$ cat src/rtl/dstx_pkg.sv
`default_nettype none
// ----------------------------------------------------------------------------
// dstx_pkg
// shared types, framing constants and the crc-16 ccitt byte update
// ----------------------------------------------------------------------------
package dstx_pkg;

   localparam logic [7:0]  DLE_BYTE = 8'h10;
   localparam logic [7:0]  STX_BYTE = 8'h02;
   localparam logic [7:0]  ETX_BYTE = 8'h03;
   localparam logic [15:0] CRC_POLY = 16'h1021;

   // item operations
   localparam logic [1:0] OP_START   = 2'd0;
   localparam logic [1:0] OP_PAYLOAD = 2'd1;
   localparam logic [1:0] OP_END     = 2'd2;

   // byte slot within one item, a start item has six
   localparam int SLOT_W = 3;
   localparam logic [SLOT_W-1:0] SLOT_LAST_MAX = 3'd5;

   // queued command; payload byte rides in hdr[7:0]
   typedef struct packed {
      logic [1:0]  op;
      logic [31:0] hdr;
   } cmd_type;

   // back-end status for the top level
   typedef struct packed {
      logic              busy;
      logic              esc;
      logic [SLOT_W-1:0] slot;
   } back_status_type;

   function automatic logic [15:0] crc_update(input logic [15:0] crc, input logic [7:0] b);
      logic [15:0] c;
      c = crc ^ {b, 8'h00};
      for (int i = 0; i < 8; i++) begin
         c = c[15] ? ((c << 1) ^ CRC_POLY) : (c << 1);
      end
      return c;
   endfunction

endpackage
`default_nettype wire

$ cat src/rtl/dstx_if.sv
`default_nettype none
// ----------------------------------------------------------------------------
// dstx channel interfaces
// valid/ready channels for items, output bytes and the enable register
// ----------------------------------------------------------------------------
interface dstx_req_if;
   logic        valid;
   logic        ready;
   logic [1:0]  operation;
   logic [15:0] message_type;
   logic [15:0] message_id;
   logic [7:0]  data_byte;
   modport source (output valid, operation, message_type, message_id, data_byte,
                   input ready);
   modport sink (input valid, operation, message_type, message_id, data_byte,
                 output ready);
endinterface

interface dstx_rsp_if;
   logic       valid;
   logic       ready;
   logic [7:0] out_byte;
   logic       last_of_run;
   modport source (output valid, out_byte, last_of_run, input ready);
   modport sink (input valid, out_byte, last_of_run, output ready);
endinterface

interface dstx_csr_if;
   logic valid;
   logic ready;
   logic tx_enable;
   modport source (output valid, tx_enable, input ready);
   modport sink (input valid, tx_enable, output ready);
endinterface
`default_nettype wire

$ cat src/rtl/dstx_queue.sv
`default_nettype none
// ----------------------------------------------------------------------------
// dstx_queue
// small command fifo between the front and back ends
// ----------------------------------------------------------------------------
module dstx_queue #(
   parameter int DEPTH = 2
) (
   input  wire                  clock,
   input  wire                  reset,
   input  wire                  push,
   input  dstx_pkg::cmd_type    push_data,
   output logic                 full,
   input  wire                  pop,
   output logic                 out_valid,
   output dstx_pkg::cmd_type    out_data
);
   import dstx_pkg::*;

   localparam int PTR_W = $clog2(DEPTH);
   localparam int CNT_W = $clog2(DEPTH + 1);

   cmd_type            mem_ff [DEPTH];
   logic [PTR_W-1:0]   wr_ptr_ff, wr_ptr_in;
   logic [PTR_W-1:0]   rd_ptr_ff, rd_ptr_in;
   logic [CNT_W-1:0]   count_ff, count_in;

   function automatic logic [PTR_W-1:0] ptr_next(input logic [PTR_W-1:0] p);
      return (p == PTR_W'(DEPTH - 1)) ? '0 : p + 1'b1;
   endfunction

   assign full      = (count_ff == CNT_W'(DEPTH));
   assign out_valid = (count_ff != '0);
   assign out_data  = mem_ff[rd_ptr_ff];

   always_comb begin
      wr_ptr_in = push ? ptr_next(wr_ptr_ff) : wr_ptr_ff;
      rd_ptr_in = pop ? ptr_next(rd_ptr_ff) : rd_ptr_ff;
      count_in  = count_ff;
      if (push && !pop) begin
         count_in = count_ff + 1'b1;
      end else if (pop && !push) begin
         count_in = count_ff - 1'b1;
      end
   end

   always_ff @(posedge clock) begin
      if (reset) begin
         wr_ptr_ff <= '0;
         rd_ptr_ff <= '0;
         count_ff  <= '0;
      end else begin
         wr_ptr_ff <= wr_ptr_in;
         rd_ptr_ff <= rd_ptr_in;
         count_ff  <= count_in;
      end
   end

   always_ff @(posedge clock) begin
      if (push) begin
         mem_ff[wr_ptr_ff] <= push_data;
      end
   end

endmodule
`default_nettype wire

$ cat src/rtl/dstx_front.sv
`default_nettype none
// ----------------------------------------------------------------------------
// dstx_front
// takes items and enable writes, drops disabled or unknown items, queues the rest
// ----------------------------------------------------------------------------
module dstx_front (
   input  wire                  clock,
   input  wire                  reset,
   dstx_req_if.sink             req_if,
   dstx_csr_if.sink             csr_if,
   input  wire                  q_full,
   output logic                 q_push,
   output dstx_pkg::cmd_type    q_data
);
   import dstx_pkg::*;

   logic tx_enable_ff, tx_enable_in;
   logic known_op;

   assign csr_if.ready = 1'b1;
   assign req_if.ready = !q_full;

   assign known_op = (req_if.operation == OP_START) ||
                     (req_if.operation == OP_PAYLOAD) ||
                     (req_if.operation == OP_END);

   always_comb begin
      q_data.op  = req_if.operation;
      q_data.hdr = (req_if.operation == OP_PAYLOAD) ? {24'h0, req_if.data_byte}
                                                    : {req_if.message_type, req_if.message_id};
   end

   assign q_push = req_if.valid && !q_full && tx_enable_ff && known_op;

   assign tx_enable_in = csr_if.valid ? csr_if.tx_enable : tx_enable_ff;

   always_ff @(posedge clock) begin
      if (reset) begin
         tx_enable_ff <= 1'b1;
      end else begin
         tx_enable_ff <= tx_enable_in;
      end
   end

endmodule
`default_nettype wire

$ cat src/rtl/dstx_back.sv
`default_nettype none
// ----------------------------------------------------------------------------
// dstx_back
// byte sequencer: framing, dle stuffing, crc and the output register
// ----------------------------------------------------------------------------
module dstx_back (
   input  wire                       clock,
   input  wire                       reset,
   input  wire                       q_valid,
   input  dstx_pkg::cmd_type         q_data,
   output logic                      q_pop,
   dstx_rsp_if.source                rsp_if,
   output dstx_pkg::back_status_type status
);
   import dstx_pkg::*;

   cmd_type           cur_ff, cur_in;
   logic              cur_valid_ff, cur_valid_in;
   logic [SLOT_W-1:0] slot_ff, slot_in;
   logic              esc_ff, esc_in;
   logic [15:0]       crc_ff, crc_in;
   logic              rsp_valid_ff, rsp_valid_in;
   logic [7:0]        rsp_byte_ff, rsp_byte_in;
   logic              rsp_last_ff, rsp_last_in;

   logic [7:0] cur_byte;
   logic       stuffable, crc_en, crc_clear, slot_last;
   logic       escape, step, done;
   logic [7:0] emit_byte;
   logic       emit_last;

   // byte for the current slot
   always_comb begin
      cur_byte  = '0;
      stuffable = 1'b0;
      crc_en    = 1'b0;
      crc_clear = 1'b0;
      slot_last = 1'b0;
      case (cur_ff.op)
         OP_START: begin
            case (slot_ff)
               3'd0: begin
                  cur_byte  = DLE_BYTE;
                  crc_clear = 1'b1;
               end
               3'd1: cur_byte = STX_BYTE;
               3'd2: begin
                  cur_byte  = cur_ff.hdr[31:24];
                  stuffable = 1'b1;
                  crc_en    = 1'b1;
               end
               3'd3: begin
                  cur_byte  = cur_ff.hdr[23:16];
                  stuffable = 1'b1;
                  crc_en    = 1'b1;
               end
               3'd4: begin
                  cur_byte  = cur_ff.hdr[15:8];
                  stuffable = 1'b1;
                  crc_en    = 1'b1;
               end
               3'd5: begin
                  cur_byte  = cur_ff.hdr[7:0];
                  stuffable = 1'b1;
                  crc_en    = 1'b1;
                  slot_last = 1'b1;
               end
               default: slot_last = 1'b1;
            endcase
         end
         OP_PAYLOAD: begin
            cur_byte  = cur_ff.hdr[7:0];
            stuffable = 1'b1;
            crc_en    = 1'b1;
            slot_last = 1'b1;
         end
         OP_END: begin
            case (slot_ff)
               3'd0: begin
                  cur_byte  = crc_ff[15:8];
                  stuffable = 1'b1;
               end
               3'd1: begin
                  cur_byte  = crc_ff[7:0];
                  stuffable = 1'b1;
               end
               3'd2: cur_byte = DLE_BYTE;
               3'd3: begin
                  cur_byte  = ETX_BYTE;
                  slot_last = 1'b1;
               end
               default: slot_last = 1'b1;
            endcase
         end
         default: slot_last = 1'b1;
      endcase
   end

   assign escape    = stuffable && (cur_byte == DLE_BYTE) && !esc_ff;
   assign emit_byte = escape ? DLE_BYTE : cur_byte;
   assign emit_last = !escape && slot_last;
   assign step      = cur_valid_ff && (!rsp_valid_ff || rsp_if.ready);
   assign done      = step && emit_last;
   assign q_pop     = q_valid && (!cur_valid_ff || done);

   always_comb begin
      cur_in       = q_pop ? q_data : cur_ff;
      cur_valid_in = q_pop ? 1'b1 : (done ? 1'b0 : cur_valid_ff);
      slot_in      = slot_ff;
      esc_in       = esc_ff;
      if (q_pop) begin
         slot_in = '0;
         esc_in  = 1'b0;
      end else if (step) begin
         esc_in  = escape;
         slot_in = escape ? slot_ff : slot_ff + 1'b1;
      end

      crc_in = crc_ff;
      if (step && !escape) begin
         if (crc_clear) begin
            crc_in = '0;
         end else if (crc_en) begin
            crc_in = crc_update(crc_ff, cur_byte);
         end
      end

      rsp_valid_in = rsp_valid_ff;
      rsp_byte_in  = rsp_byte_ff;
      rsp_last_in  = rsp_last_ff;
      if (step) begin
         rsp_valid_in = 1'b1;
         rsp_byte_in  = emit_byte;
         rsp_last_in  = emit_last;
      end else if (rsp_if.ready) begin
         rsp_valid_in = 1'b0;
      end
   end

   always_ff @(posedge clock) begin
      if (reset) begin
         cur_valid_ff <= 1'b0;
         slot_ff      <= '0;
         esc_ff       <= 1'b0;
         crc_ff       <= '0;
         rsp_valid_ff <= 1'b0;
      end else begin
         cur_valid_ff <= cur_valid_in;
         slot_ff      <= slot_in;
         esc_ff       <= esc_in;
         crc_ff       <= crc_in;
         rsp_valid_ff <= rsp_valid_in;
      end
   end

   always_ff @(posedge clock) begin
      cur_ff      <= cur_in;
      rsp_byte_ff <= rsp_byte_in;
      rsp_last_ff <= rsp_last_in;
   end

   assign rsp_if.valid       = rsp_valid_ff;
   assign rsp_if.out_byte    = rsp_byte_ff;
   assign rsp_if.last_of_run = rsp_last_ff;

   assign status.busy = cur_valid_ff;
   assign status.esc  = esc_ff;
   assign status.slot = slot_ff;

endmodule
`default_nettype wire

$ cat src/rtl/dle_stx_frame_transmitter_unit.sv
`default_nettype none
// ----------------------------------------------------------------------------
// dle_stx_frame_transmitter_unit
// dle/stx/etx byte-stuffing framer with crc-16 ccitt for a byte link
//
// req_if carries packet items (start with header, payload byte, end).
// rsp_if delivers link bytes one per transfer; last_of_run marks the
// final byte an item produced. csr_if writes tx_enable; it is always ready.
// the front end accepts an item whenever the command queue has room, so
// items keep flowing while the back end or the receiver is stalled.
// when the back end is free, the first byte of an item goes from the
// command queue through the back end's item register to the output register.
// the back end emits one byte per cycle while rsp_if.ready allows it; an
// item makes payload 1 or 2 bytes, start 6 to 10, end 4 to 6.
// items that arrive while disabled, or with an unknown operation, are
// taken and dropped with no output.
// reset: queue and sequencer empty, crc zero, tx_enable set.
// when rsp_if.ready is low the output byte holds, the back end pauses, and
// the queue absorbs up to QUEUE_DEPTH items before req_if.ready drops.
// ----------------------------------------------------------------------------
module dle_stx_frame_transmitter_unit #(
   parameter int QUEUE_DEPTH = 2
) (
   input  wire         clock,
   input  wire         reset,
   dstx_req_if.sink    req_if,
   dstx_rsp_if.source  rsp_if,
   dstx_csr_if.sink    csr_if
);
   import dstx_pkg::*;

   // front to queue
   logic            q_push;
   cmd_type         q_push_data;
   logic            q_full;
   // queue to back
   logic            q_pop;
   logic            q_valid;
   cmd_type         q_out_data;
   back_status_type back_status;

   // classifies items, holds the enable register
   dstx_front u_front (
      .clock  (clock),
      .reset  (reset),
      .req_if (req_if),
      .csr_if (csr_if),
      .q_full (q_full),
      .q_push (q_push),
      .q_data (q_push_data)
   );

   // decouples the two ends
   dstx_queue #(
      .DEPTH (QUEUE_DEPTH)
   ) u_queue (
      .clock     (clock),
      .reset     (reset),
      .push      (q_push),
      .push_data (q_push_data),
      .full      (q_full),
      .pop       (q_pop),
      .out_valid (q_valid),
      .out_data  (q_out_data)
   );

   // sequences framing bytes, stuffing and crc into the output register
   dstx_back u_back (
      .clock   (clock),
      .reset   (reset),
      .q_valid (q_valid),
      .q_data  (q_out_data),
      .q_pop   (q_pop),
      .rsp_if  (rsp_if),
      .status  (back_status)
   );

   // a pending escape only exists inside an item in progress
   a_esc_busy : assert property (@(posedge clock) disable iff (reset)
      back_status.esc |-> back_status.busy)
      else $error("escape pending with no item in progress");

   // slot never runs past the longest item
   a_slot_range : assert property (@(posedge clock) disable iff (reset)
      back_status.busy |-> (back_status.slot <= SLOT_LAST_MAX))
      else $error("byte slot out of range");

   // the front end never writes a full queue
   a_no_overflow : assert property (@(posedge clock) disable iff (reset)
      q_push |-> !q_full)
      else $error("push into full command queue");

   // an escape byte is always followed by the stuffed dle itself
   a_esc_then_dle : assert property (@(posedge clock) disable iff (reset)
      (back_status.esc && rsp_if.ready) |=> (rsp_if.valid && rsp_if.out_byte == DLE_BYTE))
      else $error("escape not followed by dle");

endmodule
`default_nettype wire
$ cat src/flat_wrapper.sv
// flat-port wrapper written by rule: the top's interface ports become plain ports
module dle_stx_frame_transmitter_unit_flat import dstx_pkg::*;
#(
   parameter int QUEUE_DEPTH = 2
)
  (clock, reset, req_if_valid, req_if_operation, req_if_message_type, req_if_message_id, req_if_data_byte, req_if_ready, rsp_if_valid, rsp_if_out_byte, rsp_if_last_of_run, rsp_if_ready, csr_if_valid, csr_if_tx_enable, csr_if_ready);
  dstx_req_if req_if_i ();
  dstx_rsp_if rsp_if_i ();
  dstx_csr_if csr_if_i ();
  input  wire clock;
  input  wire reset;
  input wire logic [$bits(req_if_i.valid)-1:0] req_if_valid;
  input wire logic [$bits(req_if_i.operation)-1:0] req_if_operation;
  input wire logic [$bits(req_if_i.message_type)-1:0] req_if_message_type;
  input wire logic [$bits(req_if_i.message_id)-1:0] req_if_message_id;
  input wire logic [$bits(req_if_i.data_byte)-1:0] req_if_data_byte;
  output wire logic [$bits(req_if_i.ready)-1:0] req_if_ready;
  output wire logic [$bits(rsp_if_i.valid)-1:0] rsp_if_valid;
  output wire logic [$bits(rsp_if_i.out_byte)-1:0] rsp_if_out_byte;
  output wire logic [$bits(rsp_if_i.last_of_run)-1:0] rsp_if_last_of_run;
  input wire logic [$bits(rsp_if_i.ready)-1:0] rsp_if_ready;
  input wire logic [$bits(csr_if_i.valid)-1:0] csr_if_valid;
  input wire logic [$bits(csr_if_i.tx_enable)-1:0] csr_if_tx_enable;
  output wire logic [$bits(csr_if_i.ready)-1:0] csr_if_ready;
  assign req_if_i.valid = req_if_valid;
  assign req_if_i.operation = req_if_operation;
  assign req_if_i.message_type = req_if_message_type;
  assign req_if_i.message_id = req_if_message_id;
  assign req_if_i.data_byte = req_if_data_byte;
  assign req_if_ready = req_if_i.ready;
  assign rsp_if_valid = rsp_if_i.valid;
  assign rsp_if_out_byte = rsp_if_i.out_byte;
  assign rsp_if_last_of_run = rsp_if_i.last_of_run;
  assign rsp_if_i.ready = rsp_if_ready;
  assign csr_if_i.valid = csr_if_valid;
  assign csr_if_i.tx_enable = csr_if_tx_enable;
  assign csr_if_ready = csr_if_i.ready;
  dle_stx_frame_transmitter_unit #(.QUEUE_DEPTH(QUEUE_DEPTH)) u_core (.clock(clock), .reset(reset), .req_if(req_if_i), .rsp_if(rsp_if_i), .csr_if(csr_if_i));
endmodule
$ cat config.mk
export PLATFORM = sky130hd
export DESIGN_NAME = dle_stx_frame_transmitter_unit_flat
export DESIGN_NICKNAME = d
export VERILOG_FILES = /design/src/rtl/dstx_pkg.sv /design/src/rtl/dstx_if.sv /design/src/rtl/dstx_queue.sv /design/src/rtl/dstx_front.sv /design/src/rtl/dstx_back.sv /design/src/rtl/dle_stx_frame_transmitter_unit.sv /design/src/flat_wrapper.sv
export SDC_FILE = /design/constraint.sdc
export NUM_CORES = 1
export LEC_CHECK = 0
export BUFFER_PORTS_ARGS = -buffer_cell sky130_fd_sc_hd__buf_2
export CAP_MARGIN = 30
export CORE_ASPECT_RATIO = 2
export CORE_UTILIZATION = 63
export DETAILED_ROUTE_END_ITERATION = 16
export PLACE_DENSITY = 0.89
export RECOVER_POWER = 50
export SYNTH_ARGS = -nofsm -noshare
export SYNTH_HDL_FRONTEND = slang
export SYNTH_SLANG_ARGS = --single-unit
$ cat constraint.sdc
create_clock -name clock -period 12.6 [get_ports clock]
set_input_delay 2.52 -clock clock [delete_from_list [all_inputs] [get_ports clock]]
set_output_delay 2.52 -clock clock [all_outputs]
set_load 0.05 [all_outputs]
After elaboration in Yosys (flattened, before gate mapping)

Memories as Yosys holds them, arrays and structs flattened. A register that Yosys moved wholly into a read port is not among the register bits.
Cells that the tools add are included.

Memories kept: 1
Register bits: 36
Bits in writable memories: 68
Output and inout bits: 12
Bits of input ports: 48
Logic and storage cells: 109

Memory list:

| memory                | depth | width | read ports | clocked after memory_dff | wr ports | line             | text |
|---|---|---|---|---|---|---|---|
| u_core.u_queue.mem_ff | 2     | 34    | 1          | 1                        | 1        | dstx_queue.sv:23 | `cmd_type mem_ff [DEPTH];` |

Reductions and logical operators: 38
Bitwise gates (word level): 10
$add $sub $neg: 5
Equality and inequality tests: 11
Multiplexer cells: 33

Operators by type and width:

| kind                                                             | count |
|---|---|
| 13-bit two-way mux                                               | 8 |
| 8-bit one-hot mux with 6 select lines                            | 1 |
| 16-bit two-way mux                                               | 2 |
| 32-bit two-way mux                                               | 1 |
| 8-bit one-hot mux with 4 select lines                            | 1 |
| 3-bit NOT                                                        | 8 |
| 8-bit one-hot mux with 3 select lines                            | 1 |
| 16-bit XOR                                                       | 1 |
| 1-bit two-way mux                                                | 14 |
| 1-bit logical AND                                                | 12 |
| 2-bit nonzero test                                               | 5 |
| 8-bit by 5-bit == test with 1-bit output (second input constant) | 1 |
| 1-bit zero test                                                  | 7 |
| 2-bit == test (second input constant)                            | 3 |
| 3-bit by 2-bit == test with 1-bit output (second input constant) | 2 |
| 3-bit == test (second input constant)                            | 2 |
| 5-bit OR reduction                                               | 1 |
| 2-bit by 1-bit == test with 1-bit output (second input constant) | 2 |
| 2-bit zero test                                                  | 2 |
| 1-bit logical OR                                                 | 4 |
| 2-bit two-way mux                                                | 2 |
| 1-bit one-hot mux with 2 select lines                            | 2 |
| 2-bit AND reduction                                              | 2 |
| 2-bit OR reduction                                               | 2 |
| 10 further kinds                                                 | 11 |

Depth between registers and ports, before layout

Gate-level depths: netlist of run 1.

Depth in word-level cells: 22
Depth in mapped cells: 16
Mapped depth without buffers: 13

Modules after synthesis

Synthesis of run 1 repeated with hierarchy kept, for this count alone.

Cells, all modules: 435
Area total of the unflattened synthesis: 6173.4 um2

By module, submodules not included:

| module     | cells each | instances | seq. area each (um2) | area each (um2) |
|---|---|---|---|---|
| dstx_back  | 261        | 1         | 1731.7               | 3139.3 |
| dstx_queue | 128        | 1         | 2142.1               | 2662.6 |
| dstx_front | 46         | 1         | 20.0                 | 371.6 |

Least setup slack after synthesis of run 1

OpenSTA, ideal clock, no wires.

Path kind: in2reg
From: in rsp_if_ready
To: reg u_core.u_queue.count_ff[1]
Data arrival time: 5.010 ns
Cell stages on the path: 8
Setup time: 0.071 ns
Slack: 7.519 ns
Path buffers: 0
Required time: 12.529 ns
Path through: nand2b_1 nand2_1 or3_1 o22ai_2 inv_1 ha_1 or3_1 a21oi_1

Cells in the longest elaborated chain, start to end: 8
Elaborated cells between the ends (all ways): 10
Those cells by class: mux: 1; reduce/logical: 9

RTL lines:

| element                                                 | line                                 | text |
|---|---|---|
| start: declaration                                      | flat_wrapper.sv:21                   | `input wire logic [$bits(rsp_if_i.ready)-1:0] rsp_if_ready;` |
| 1-bit logical OR *                                      | dstx_back.sv:102                     | `assign step = cur_valid_ff && (!rsp_valid_ff \|\| rsp_if.ready);` |
| 1-bit logical AND *                                     | dstx_back.sv:102                     |  |
| 1-bit logical AND *                                     | dstx_back.sv:103                     | `assign done = step && emit_last;` |
| 1-bit logical OR *                                      | dstx_back.sv:104                     | `assign q_pop = q_valid && (!cur_valid_ff \|\| done);` |
| 1-bit logical AND *                                     | dstx_back.sv:104                     |  |
| net u_core.q_pop                                        | dle_stx_frame_transmitter_unit.sv:37 | `logic q_pop;` |
| 1-bit zero test                                         | dstx_queue.sv:40                     | `if (push && !pop) begin` |
| 1-bit logical AND                                       | dstx_queue.sv:40                     |  |
| 2-bit two-way mux or 2-bit nonzero test (tied branches) | --                                   |  |
| end signal: assignment                                  | dstx_queue.sv:55                     | `count_ff <= count_in;` |
| end: declaration                                        | dstx_queue.sv:26                     | `logic [CNT_W-1:0] count_ff, count_in;` |

The timed path passes the listed nets; every way through them passes the cells marked *.
A chain may end at the register's enable or synchronous reset.

Worst setup path in the final report of run 1

From: reg u_core.u_back.slot_ff[2]
To: reg u_core.u_queue.count_ff[1]

Cells in the longest elaborated chain, start to end: 14
Elaborated cells between the ends (all ways): 32
Those cells by class: eq/ne: 6; mux: 10; reduce/logical: 16

RTL lines:

| element                                                                                           | line                                 | text |
|---|---|---|
| start: declaration                                                                                | dstx_back.sv:19                      | `logic [SLOT_W-1:0] slot_ff, slot_in;` |
| start signal: assignment                                                                          | dstx_back.sv:149                     | `slot_ff <= slot_in;` |
| 3-bit == test (tied with other cells)                                                             | dstx_back.sv:41                      | `case (slot_ff)` |
| 8-bit one-hot mux with 6 select lines (tied with other cells)                                     | dstx_back.sv:41                      |  |
| 8-bit one-hot mux with 3 select lines (tied with other cells)                                     | dstx_back.sv:39                      | `case (cur_ff.op)` |
| 8-bit by 5-bit == test with 1-bit output or 1-bit one-hot mux with 3 select lines (tied branches) | dstx_back.sv:99, dstx_back.sv:39     |  |
| 1-bit logical AND (2 in a row)                                                                    | dstx_back.sv:99                      | `assign escape = stuffable && (cur_byte == DLE_BYTE) && !esc_ff;` |
| 1-bit zero test                                                                                   | dstx_back.sv:101                     | `assign emit_last = !escape && slot_last;` |
| 1-bit logical AND *                                                                               | dstx_back.sv:101                     |  |
| 1-bit logical AND *                                                                               | dstx_back.sv:103                     |  |
| 1-bit logical OR *                                                                                | dstx_back.sv:104                     |  |
| 1-bit logical AND *                                                                               | dstx_back.sv:104                     |  |
| net u_core.q_pop                                                                                  | dle_stx_frame_transmitter_unit.sv:37 |  |
| 1-bit zero test                                                                                   | dstx_queue.sv:40                     |  |
| 1-bit logical AND                                                                                 | dstx_queue.sv:40                     |  |
| 2-bit two-way mux or 2-bit nonzero test (tied branches)                                           | --                                   |  |

Marked as above.

==> results.cfg, run 1 <==
[run_status]
status = finished, violations left
violations = DRC, capacitance limit, slew limit

[synth]
yosys_warnings = 0
yosysMostFrequentCell = edfxtp_1
syn_area_mm2 = 0.006071
ys_ff_latch = 138
synth_ff_type = edfxtp_1
postSynthCellCount = 413
synthArstFlopShare_pct = 0
synth_top_area_cell = edfxtp_1
ys_types = 60
syn_nets = 467
synth_edf_count = 111
syn_area_per_cell_um2 = 14.70
synth_top_area_share_pct = 54.91
netlist_top_cells_count = 111 x edfxtp_1, 43 x mux2_2, 27 x dfxtp_1
yosysSeqAreaShare_pct = 63.81
synth_area_leaders = edfxtp_1 55%, dfxtp_1 8.9%, mux2_2 8.0%

[grt]
grt_pass1_wl_mm = 17.93
grtUsageMet3_pct = 5.575
grt.overflow.total = 0
gr-usage-met1_pct = 25.04
grt_max_degree = 40
grtUsageMet2_pct = 43.81
antenna_found_initial = 0
grtUsageTotal_pct = 24.06
top_usage_layer = met2
grt_pass1_vias = 3671

[sta]
finalMaxSlewViolations = 37
clock_skew_ps = 12.51
worst_slew_pin_slew_ps = 1877
max_freq_mhz = 206.9
rsz0062_at_grt = false
hold_viol_final = 0
setup_viol = 0
worst_slack_ps = 7767
period_needed_ps = 4833
max-slew-margin-rel_pct = -25.11
tns_ps = 0
fin_crit_sh_pct = 38.36

[critical_path]
cpMaxStageDelayCell = o31ai_1
cp-start-kind = flip-flop
cp.buffers_inverters = 3
arrival_ps = 5160
cp_max_fo = 39
path_cells = inv_1 > ha_1 > o31ai_1 > o221a_2 > nand4_1 > nor3_1 > o22ai_4 > buf_4 > inv_1 > ha_1 > or3_1 > a21oi_1
ff2ff_setup_slack_ps = 7770
critPathKind = reg -> reg
r2r_end = u_core.u_queue.count_ff[1]
ff2ff_path_depth = 12
end_kind = flip-flop
critPathTopFamily = compound AO/OA/AOI/OAI gates
crit_required_ps = 12930
critPathMaxStageDelay_ps = 1060
r2r-start = u_core.u_back.slot_ff[2]
cp.depth = 12

[pwr]
powerDensity_mw_per_mm2 = 246.2
ir_drop_mv = 0.1776
p_total_mw = 1.706
power_leakage_nw = 2.514

[cts]
cts_buffers = 17
clock_sinks = 138
hold_buffers = 0
clk_pin_slew_ps = 60
postCtsResizedCells = 0
clockBufferDepth = 2
htreeDepth = 4
cts_tree = built
cts_setup_buffers = 0
clock_latency_ps = 410
cts-root-buf = clkbuf_16

[routing]
drt-wirelength-per-cell_um = 18.56
drcViolationCount = 2
totalWireLength_mm = 10.93
vias = 3595
drt_iter0_drc = 291
dr.pass1.iters = 12
vias_per_cell = 6.104
ant_nets = 0

[cells_and_area]
area_delta_synth_final_pct = 14.16
nNetsFinal = 526
fin_util_pct = 73.85
antennaDiodeCount = 0
drive_above_1_share_pct = 26.60

[floorplanning]
die_h_um = 140.8
start_util_pct = 64.69
io_pins = 60
fp.dieArea_mm2 = 0.01006
die-width_um = 71.41
rows = 50
core-area_mm2 = 0.009384

[hold_path]
hold_class = reg -> reg
holdCritStartpoint = u_core.u_back.rsp_if.valid
whs_endpoint = u_core.u_back.rsp_if.valid
holdPathStages = 2

[job]
maxCapViolCount = 1

[place]
io_buffers = 58
gp_congestion = 0.8957
hpwl_mm = 7.580
pre_cts_ws_ps = 7862
==> report_power, final <==
part / leakage (nW) / switching [mW] / total, mW / internal [mW]
sequential: 1.26 / 0.0656 / 0.702 / 0.636
clock: 0.268 / 0.182 / 0.473 / 0.291
combinational: 0.989 / 0.315 / 0.531 / 0.216
==> cell families (layout without fill, tap and decap cells) <==
family | after synthesis | after routing | synth area share, %
AND/OR/NAND/NOR | 86 | 86 | 7.956
flip-flops | 138 | 138 | 63.81
other | 1 | 1 | 0.06177
XOR/XNOR | 28 | 28 | 4.864
adder cells (fa/ha/maj) | 6 | 6 | 1.237
multiplexers | 44 | 44 | 8.141
buffers and inverters | 32 | 104 | 2.823
AO/OA/AOI/OAI | 78 | 78 | 11.11
==> layout make-up <==
cell class | instances | area, µm²
clock buffer | 18 | 429.2
clock inverter | 14 | 146.4
fill | 616 | 2454
inverter | 9 | 33.78
multi-input combinational | 243 | 2008
sequential | 138 | 3874
tap | 104 | 130.1
timing repair buffer | 63 | 309.0
==> registers in the layout, indices dropped and copies added (netlist names) <==
signal / count
u_core.u_queue.mem_ff: 68
u_core.u_back.cur_ff: 34
u_core.u_back.crc_ff: 16
u_core.u_back.rsp_if.out_byte: 8
u_core.u_back.slot_ff: 3
u_core.u_queue.count_ff: 2
u_core.u_back.cur_valid_ff: 1
u_core.u_back.esc_ff: 1
u_core.u_back.rsp_if.last_of_run: 1
u_core.u_back.rsp_if.valid: 1
u_core.u_front.tx_enable_ff: 1
u_core.u_queue.rd_ptr_ff: 1
u_core.u_queue.wr_ptr_ff: 1
==> through the flow <==
stage | hold slack [ps] | instance area [µm²] | std cells
6_report | 502.2 | 6930 | 589
5_1_grt | 529.5 | 6930 | 589
4_1_cts | 504.7 | 6969 | 588
3_5_place_dp | 495.4 | 6394 | 556
3_3_place_gp | 482.4 | 6394 | 556
2_1_floorplan | 469.8 | 6071 | 413
==> layout by cell type, fill, tap and decap left out, types with 6 or more instances in the layout <==
master / count
mux2_1: 8
nand2_1: 9
xor2_1: 10
xnor2_1: 14
ha_1: 6
inv_1: 9
dfxtp_1: 27
and2_0: 24
mux2_2: 35
nor2b_1: 7
a21oi_1: 9
edfxtp_1: 111
a22oi_1: 7
clkbuf_1: 12
buf_2: 49
clkbuf_16: 17
a22o_1: 20
nor2_1: 19
==> tightest hold or removal path: stages (launching register included) <==
cell and delay (ps):
dfxtp_1 300, nand2b_1 80, a21oi_1 70
==> how the worst max path moves through the flow <==
stage                                        start                         end  slack [ps]
after floorplan                       rsp_if_ready  u_core.u_queue.count_ff[1]        7520
after global placement                rsp_if_ready  u_core.u_queue.count_ff[1]        7920
after detailed placement              rsp_if_ready  u_core.u_queue.count_ff[1]        7860
after CTS                             rsp_if_ready  u_core.u_queue.count_ff[1]        8280
after global routing      u_core.u_back.slot_ff[2]  u_core.u_queue.count_ff[1]        7410
final                     u_core.u_back.slot_ff[2]  u_core.u_queue.count_ff[1]        7770
==> layer usage <==
layer  vias up  wire (µm)
li1       1693          -
met1      1772       3983
met3        26        358
met5         -          0
met2       104       6199
met4         0        391
No activity file was read; power rests on OpenSTA's default activity.
==> run 2: changes to the inputs <==
CORE_UTILIZATION = 59   (was 63)
PLACE_DENSITY = 0.85   (was 0.89)
clock period = 4.7 ns   (was 12.6 ns; I/O delays follow)
==> run 2 against run 1 <==
  * The flow finishes with violations (capacitance limit, slew limit)
  * Critical path depth unchanged
  * Global-route usage down 0.12 points
  * Final cell count up 5.3%
  * Sequential power grew to 2.7 times the previous value
  * Routed wire length up 6.6%
  * Utilization fell by 5.0 points
  * Flip-flop and latch count unchanged
  * Worst setup slack worse by 6700 ps
  * Critical endpoint unchanged
  * Largest cell class unchanged
  * Highest routed layer unchanged
==> results.cfg, run 2 (synthesis results as in run 1) <==
[cells_and_area]
layout_common_cells = 111 x edfxtp_1, 45 x buf_2, 31 x mux2_2
fillCellCount = 692
design_area_mm2 = 0.006944
reg.largest.list = u_core.u_queue.mem_ff (68), u_core.u_back.cur_ff (34), u_core.u_back.crc_ff (16)
largest_reg_flops = 68
antennaDiodeCount = 0
layout_commonest_cell = edfxtp_1
area_delta_synth_final_pct = 14.39
drive_above_1_share_pct = 25.98
fin_cells = 620
nNetsFinal = 527
regArea_mm2 = 0.003874
multi_input_comb_area_mm2 = 0.002036
regMostFlops = u_core.u_queue.mem_ff

[critical_path]
crit_required_ps = 5030
cp_max_fo = 23
cp-start-kind = flip-flop
ff2ff_setup_slack_ps = 1070
arrival_ps = 3960
end_kind = flip-flop
critPathKind = reg -> reg

[cts]
clock_sinks = 138
clockBufferDepth = 2
cts_buffers = 17
postCtsResizedCells = 0
cts_setup_buffers = 0
clk_pin_slew_ps = 60
htreeDepth = 4
clock_latency_ps = 410
cts_tree = built
cts-root-buf = clkbuf_16
hold_buffers = 0

[sta]
hold_viol_final = 0
finalMaxSlewViolations = 72
worst_slack_ps = 1073
clock_skew_ps = 6.801
max-slew-margin-rel_pct = -24.83
rsz0062_at_grt = false
period_needed_ps = 3627
setup_viol = 0
worst_slew_pin_slew_ps = 1872
max_freq_mhz = 275.7
tns_ps = 0
fin_crit_sh_pct = 77.17

[floorplanning]
die_h_um = 145.5
rows = 52
start_util_pct = 60.20
die-width_um = 73.73
fp.dieArea_mm2 = 0.01072
io_pins = 60
core-area_mm2 = 0.01008

[routing]
drt_iter0_drc = 282
drt-wirelength-per-cell_um = 18.80
totalWireLength_mm = 11.66
ant_nets = 0
drcViolationCount = 0
vias = 3567
vias_per_cell = 5.753
dr.pass1.iters = 5

[pwr]
ir_drop_mv = 0.4682
power_leakage_nw = 2.491
powerDensity_mw_per_mm2 = 652.6

[place]
dp.cells = 588
hpwl_mm = 8.291
gp_congestion = 0.9209
dpl_cell_area_mm2 = 0.006440
io_buffers = 58
pre_cts_ws_ps = 1101

[hold_path]
hold_class = reg -> reg

[grt]
grt_pass1_vias = 3853
grt_pass1_wl_mm = 18.86
grt.overflow.total = 0
grt_max_degree = 39
antenna_found_initial = 0
grtUsageTotal_pct = 23.94

[run_status]
status = finished, violations left
violations = capacitance limit, slew limit

[job]
maxCapViolCount = 2
run 2: through the flow:
stage,util (%),hold WS (ps),power [mW]
after floorplan,-,469.8,3.037
after global placement,63.86,487.3,3.333
after detailed placement,63.86,499.3,3.402
after CTS,69.06,514.8,4.575
after global routing,68.86,537.1,4.746
final,68.86,513.4,4.532
run 2: worst max-delay path, cell delays in order, from the launching register on:
cell,delay [ps]
dfxtp_1,390
inv_1,90
ha_1,490
or2_4,390
o31ai_4,450
o221a_2,320
nand4_1,120
nor3_2,330
o22ai_4,130
inv_1,70
ha_1,250
or3_1,370
a21oi_1,130
run 2: report_power, final:
part | internal (mW) | switching [mW] | total [mW] | leakage, nW
combinational | 0.586 | 0.901 | 1.49 | 0.981
clock | 0.671 | 0.496 | 1.17 | 0.253
sequential | 1.71 | 0.170 | 1.88 | 1.26
run 2: cell type report:
class,count,area share (%)
Sequential cell,138,55.78
Multi-Input combinational cell,243,29.32
Clock buffer,17,6.126
Timing Repair Buffer,64,4.432
Tap cell,135,2.432
Clock inverter,14,1.423
Inverter,9,0.4865
run 2: final timing paths:
check	end	cells past startpoint	startpoint
setup / recovery	u_core.u_queue.count_ff[1]	12	u_core.u_back.slot_ff[0]
hold / removal	u_core.u_queue.count_ff[1]	2	u_core.u_queue.count_ff[1]
setup reg to reg	u_core.u_queue.count_ff[1]	12	u_core.u_back.slot_ff[0]
hold reg to reg	u_core.u_queue.count_ff[1]	2	u_core.u_queue.count_ff[1]
run 2: metal layers:
layer  global-route usage, %  routed length [µm]  part of all wire [%]
met5                       0                   0                     0
met4                   17.88                 708                   6.1
met3                   4.501                 334                   2.9
met2                   41.70                6580                    56
met1                   24.13                4035                    35
==> run 3: changes to the inputs <==
clock period = 3.5 ns   (was 4.7 ns; I/O delays follow)
==> run 3 against run 2 <==
  * Clock power grew 49%
  * Largest power group unchanged
  * Non-clock buffer count grew 14
  * Flip-flop and latch count is the same
  * Critical path type unchanged
  * Clock skew grew 2.1 ps
  * The run still ends with capacitance limit, slew limit left
  * Via count grew 4.1%
  * Utilization grew 1.8 points
  * Register-to-register slack lost 860 ps
  * Final cell count grew 2.4%
==> results.cfg, run 3 (synthesis results as in run 1) <==
[run_status]
status = finished, violations left
violations = capacitance limit, slew limit

[routing]
dr.pass1.iters = 5
totalWireLength_mm = 12.42
vias = 3713
vias_per_cell = 5.847
drcViolationCount = 0
drt_iter0_drc = 225
ant_nets = 0
drt-wirelength-per-cell_um = 19.56

[cells_and_area]
layout_common_cells = 111 x edfxtp_1, 44 x buf_2, 31 x mux2_2
reg.largest.list = u_core.u_queue.mem_ff (68), u_core.u_back.cur_ff (34), u_core.u_back.crc_ff (16)
largest_reg_flops = 68
drive_above_1_share_pct = 29.00
antennaDiodeCount = 0
design_area_mm2 = 0.007127
layout_commonest_cell = edfxtp_1
nNetsFinal = 541
regMostFlops = u_core.u_queue.mem_ff
area_delta_synth_final_pct = 17.39
fin_cells = 635

[sta]
tns_ps = 0
hold_viol_final = 0
max-slew-margin-rel_pct = -31.11
fin_crit_sh_pct = 93.85
finalMaxSlewViolations = 37
period_needed_ps = 3285
clock_skew_ps = 8.931
setup_viol = 0
rsz0062_at_grt = false
max_freq_mhz = 304.4
worst_slew_pin_slew_ps = 1967
whs_ps = 497.0

[critical_path]
path_cells = ha_1 > ha_1 > buf_4 > o31ai_4 > o221a_2 > nand4_1 > nor3_4 > o22ai_4 > inv_2 > ha_4 > or3_1 > a21oi_1
cp_max_fo = 7
critPathKind = reg -> reg
critPathMaxStageDelay_ps = 370
end_kind = flip-flop
arrival_ps = 3610
cp.buffers_inverters = 2
crit_required_ps = 3830
r2r-start = u_core.u_back.slot_ff[0]
cp-start-kind = flip-flop
cpMaxStageDelayCell = o31ai_4
critPathTopFamily = compound AO/OA/AOI/OAI gates
crit_path_start = u_core.u_back.slot_ff[0]
cpMostUsedCell = ha_1

[floorplanning]
fp.dieArea_mm2 = 0.01072
start_util_pct = 60.20
die_h_um = 145.5
core-area_mm2 = 0.01008
io_pins = 60
rows = 52
die-width_um = 73.73

[cts]
clock_sinks = 138
clockBufferDepth = 2
clock_latency_ps = 410
cts_buffers = 17
htreeDepth = 4
cts_tree = built
cts-root-buf = clkbuf_16
clk_pin_slew_ps = 60

[pwr]
ir_drop_mv = 0.5839
p_total_mw = 6.412
power_leakage_nw = 2.592
powerDensity_mw_per_mm2 = 899.8

[place]
dpl_cell_area_mm2 = 0.006549
hpwl_mm = 8.762
io_buffers = 58
gp_congestion = 0.9416
dp.cells = 600

[hold_path]
hold_class = in -> reg
holdCritStartpoint = csr_if_tx_enable

[grt]
grt_pass1_vias = 3913
grtUsageTotal_pct = 25.57
grt.overflow.total = 0
grt_pass1_wl_mm = 19.87
antenna_found_initial = 0
grt_max_degree = 39

[job]
maxCapViolCount = 1
==> run 3: final cells by class <==
class / instances / area, µm²
clock inverter: 15 / 152.6
tap: 135 / 168.9
multi-input combinational: 243 / 2063
clock buffer: 17 / 425.4
fill: 680 / 2958
inverter: 9 / 33.78
sequential: 138 / 3874
timing repair buffer: 78 / 409.1
==> run 3: through the flow <==
step           setup WS, ps  utilization (%)
2_1_floorplan         17.57                -
3_3_place_gp          353.9            64.94
3_5_place_dp          146.8            64.94
4_1_cts               84.37            70.67
5_1_grt               55.84            70.67
6_report              215.3            70.67
==> run 3: worst register-to-register path: stages, from the launching register on <==
cell	delay, ps
dfxtp_1	350
ha_1	240
ha_1	310
buf_4	210
o31ai_4	370
o221a_2	310
nand4_1	170
nor3_4	320
o22ai_4	110
inv_2	70
ha_4	190
or3_1	370
a21oi_1	170
==> run 3: path summary, 6_finish.rpt <==
check,to,slack (ps),cells after the start
min reg2reg,u_core.u_back.rsp_if.valid,510,2
max reg2reg,u_core.u_queue.count_ff[1],220,12
max,u_core.u_queue.count_ff[1],220,12
min,u_core.u_front.tx_enable_ff,500,2
==> run 3: where the power goes <==
| part | internal (mW) | leakage [nW] | switching, mW |
|---|---|---|---|
| registers | 2.29 | 1.26 | 0.209 |
| clock network | 1.00 | 0.283 | 0.736 |
| logic | 0.870 | 1.05 | 1.30 |
| total | 4.16 | 2.59 | 2.25 |
==> run 3: what timing repair did <==
action                     4_1_cts  5_1_grt
gates resized for setup          0        2
hold buffers                     0        0
setup endpoints to repair        0        2
buffers inserted                 0        2
==> run 3: metal layers <==
layer / routed length, µm / GRT usage (%) / up-vias
met2: 7037 / 45.09 / 140
met1: 4132 / 25.50 / 1792
met4: 825 / 18.46 / 0
met5: 0 / 0 / -
li1: - / - / 1729
met3: 427 / 4.848 / 52
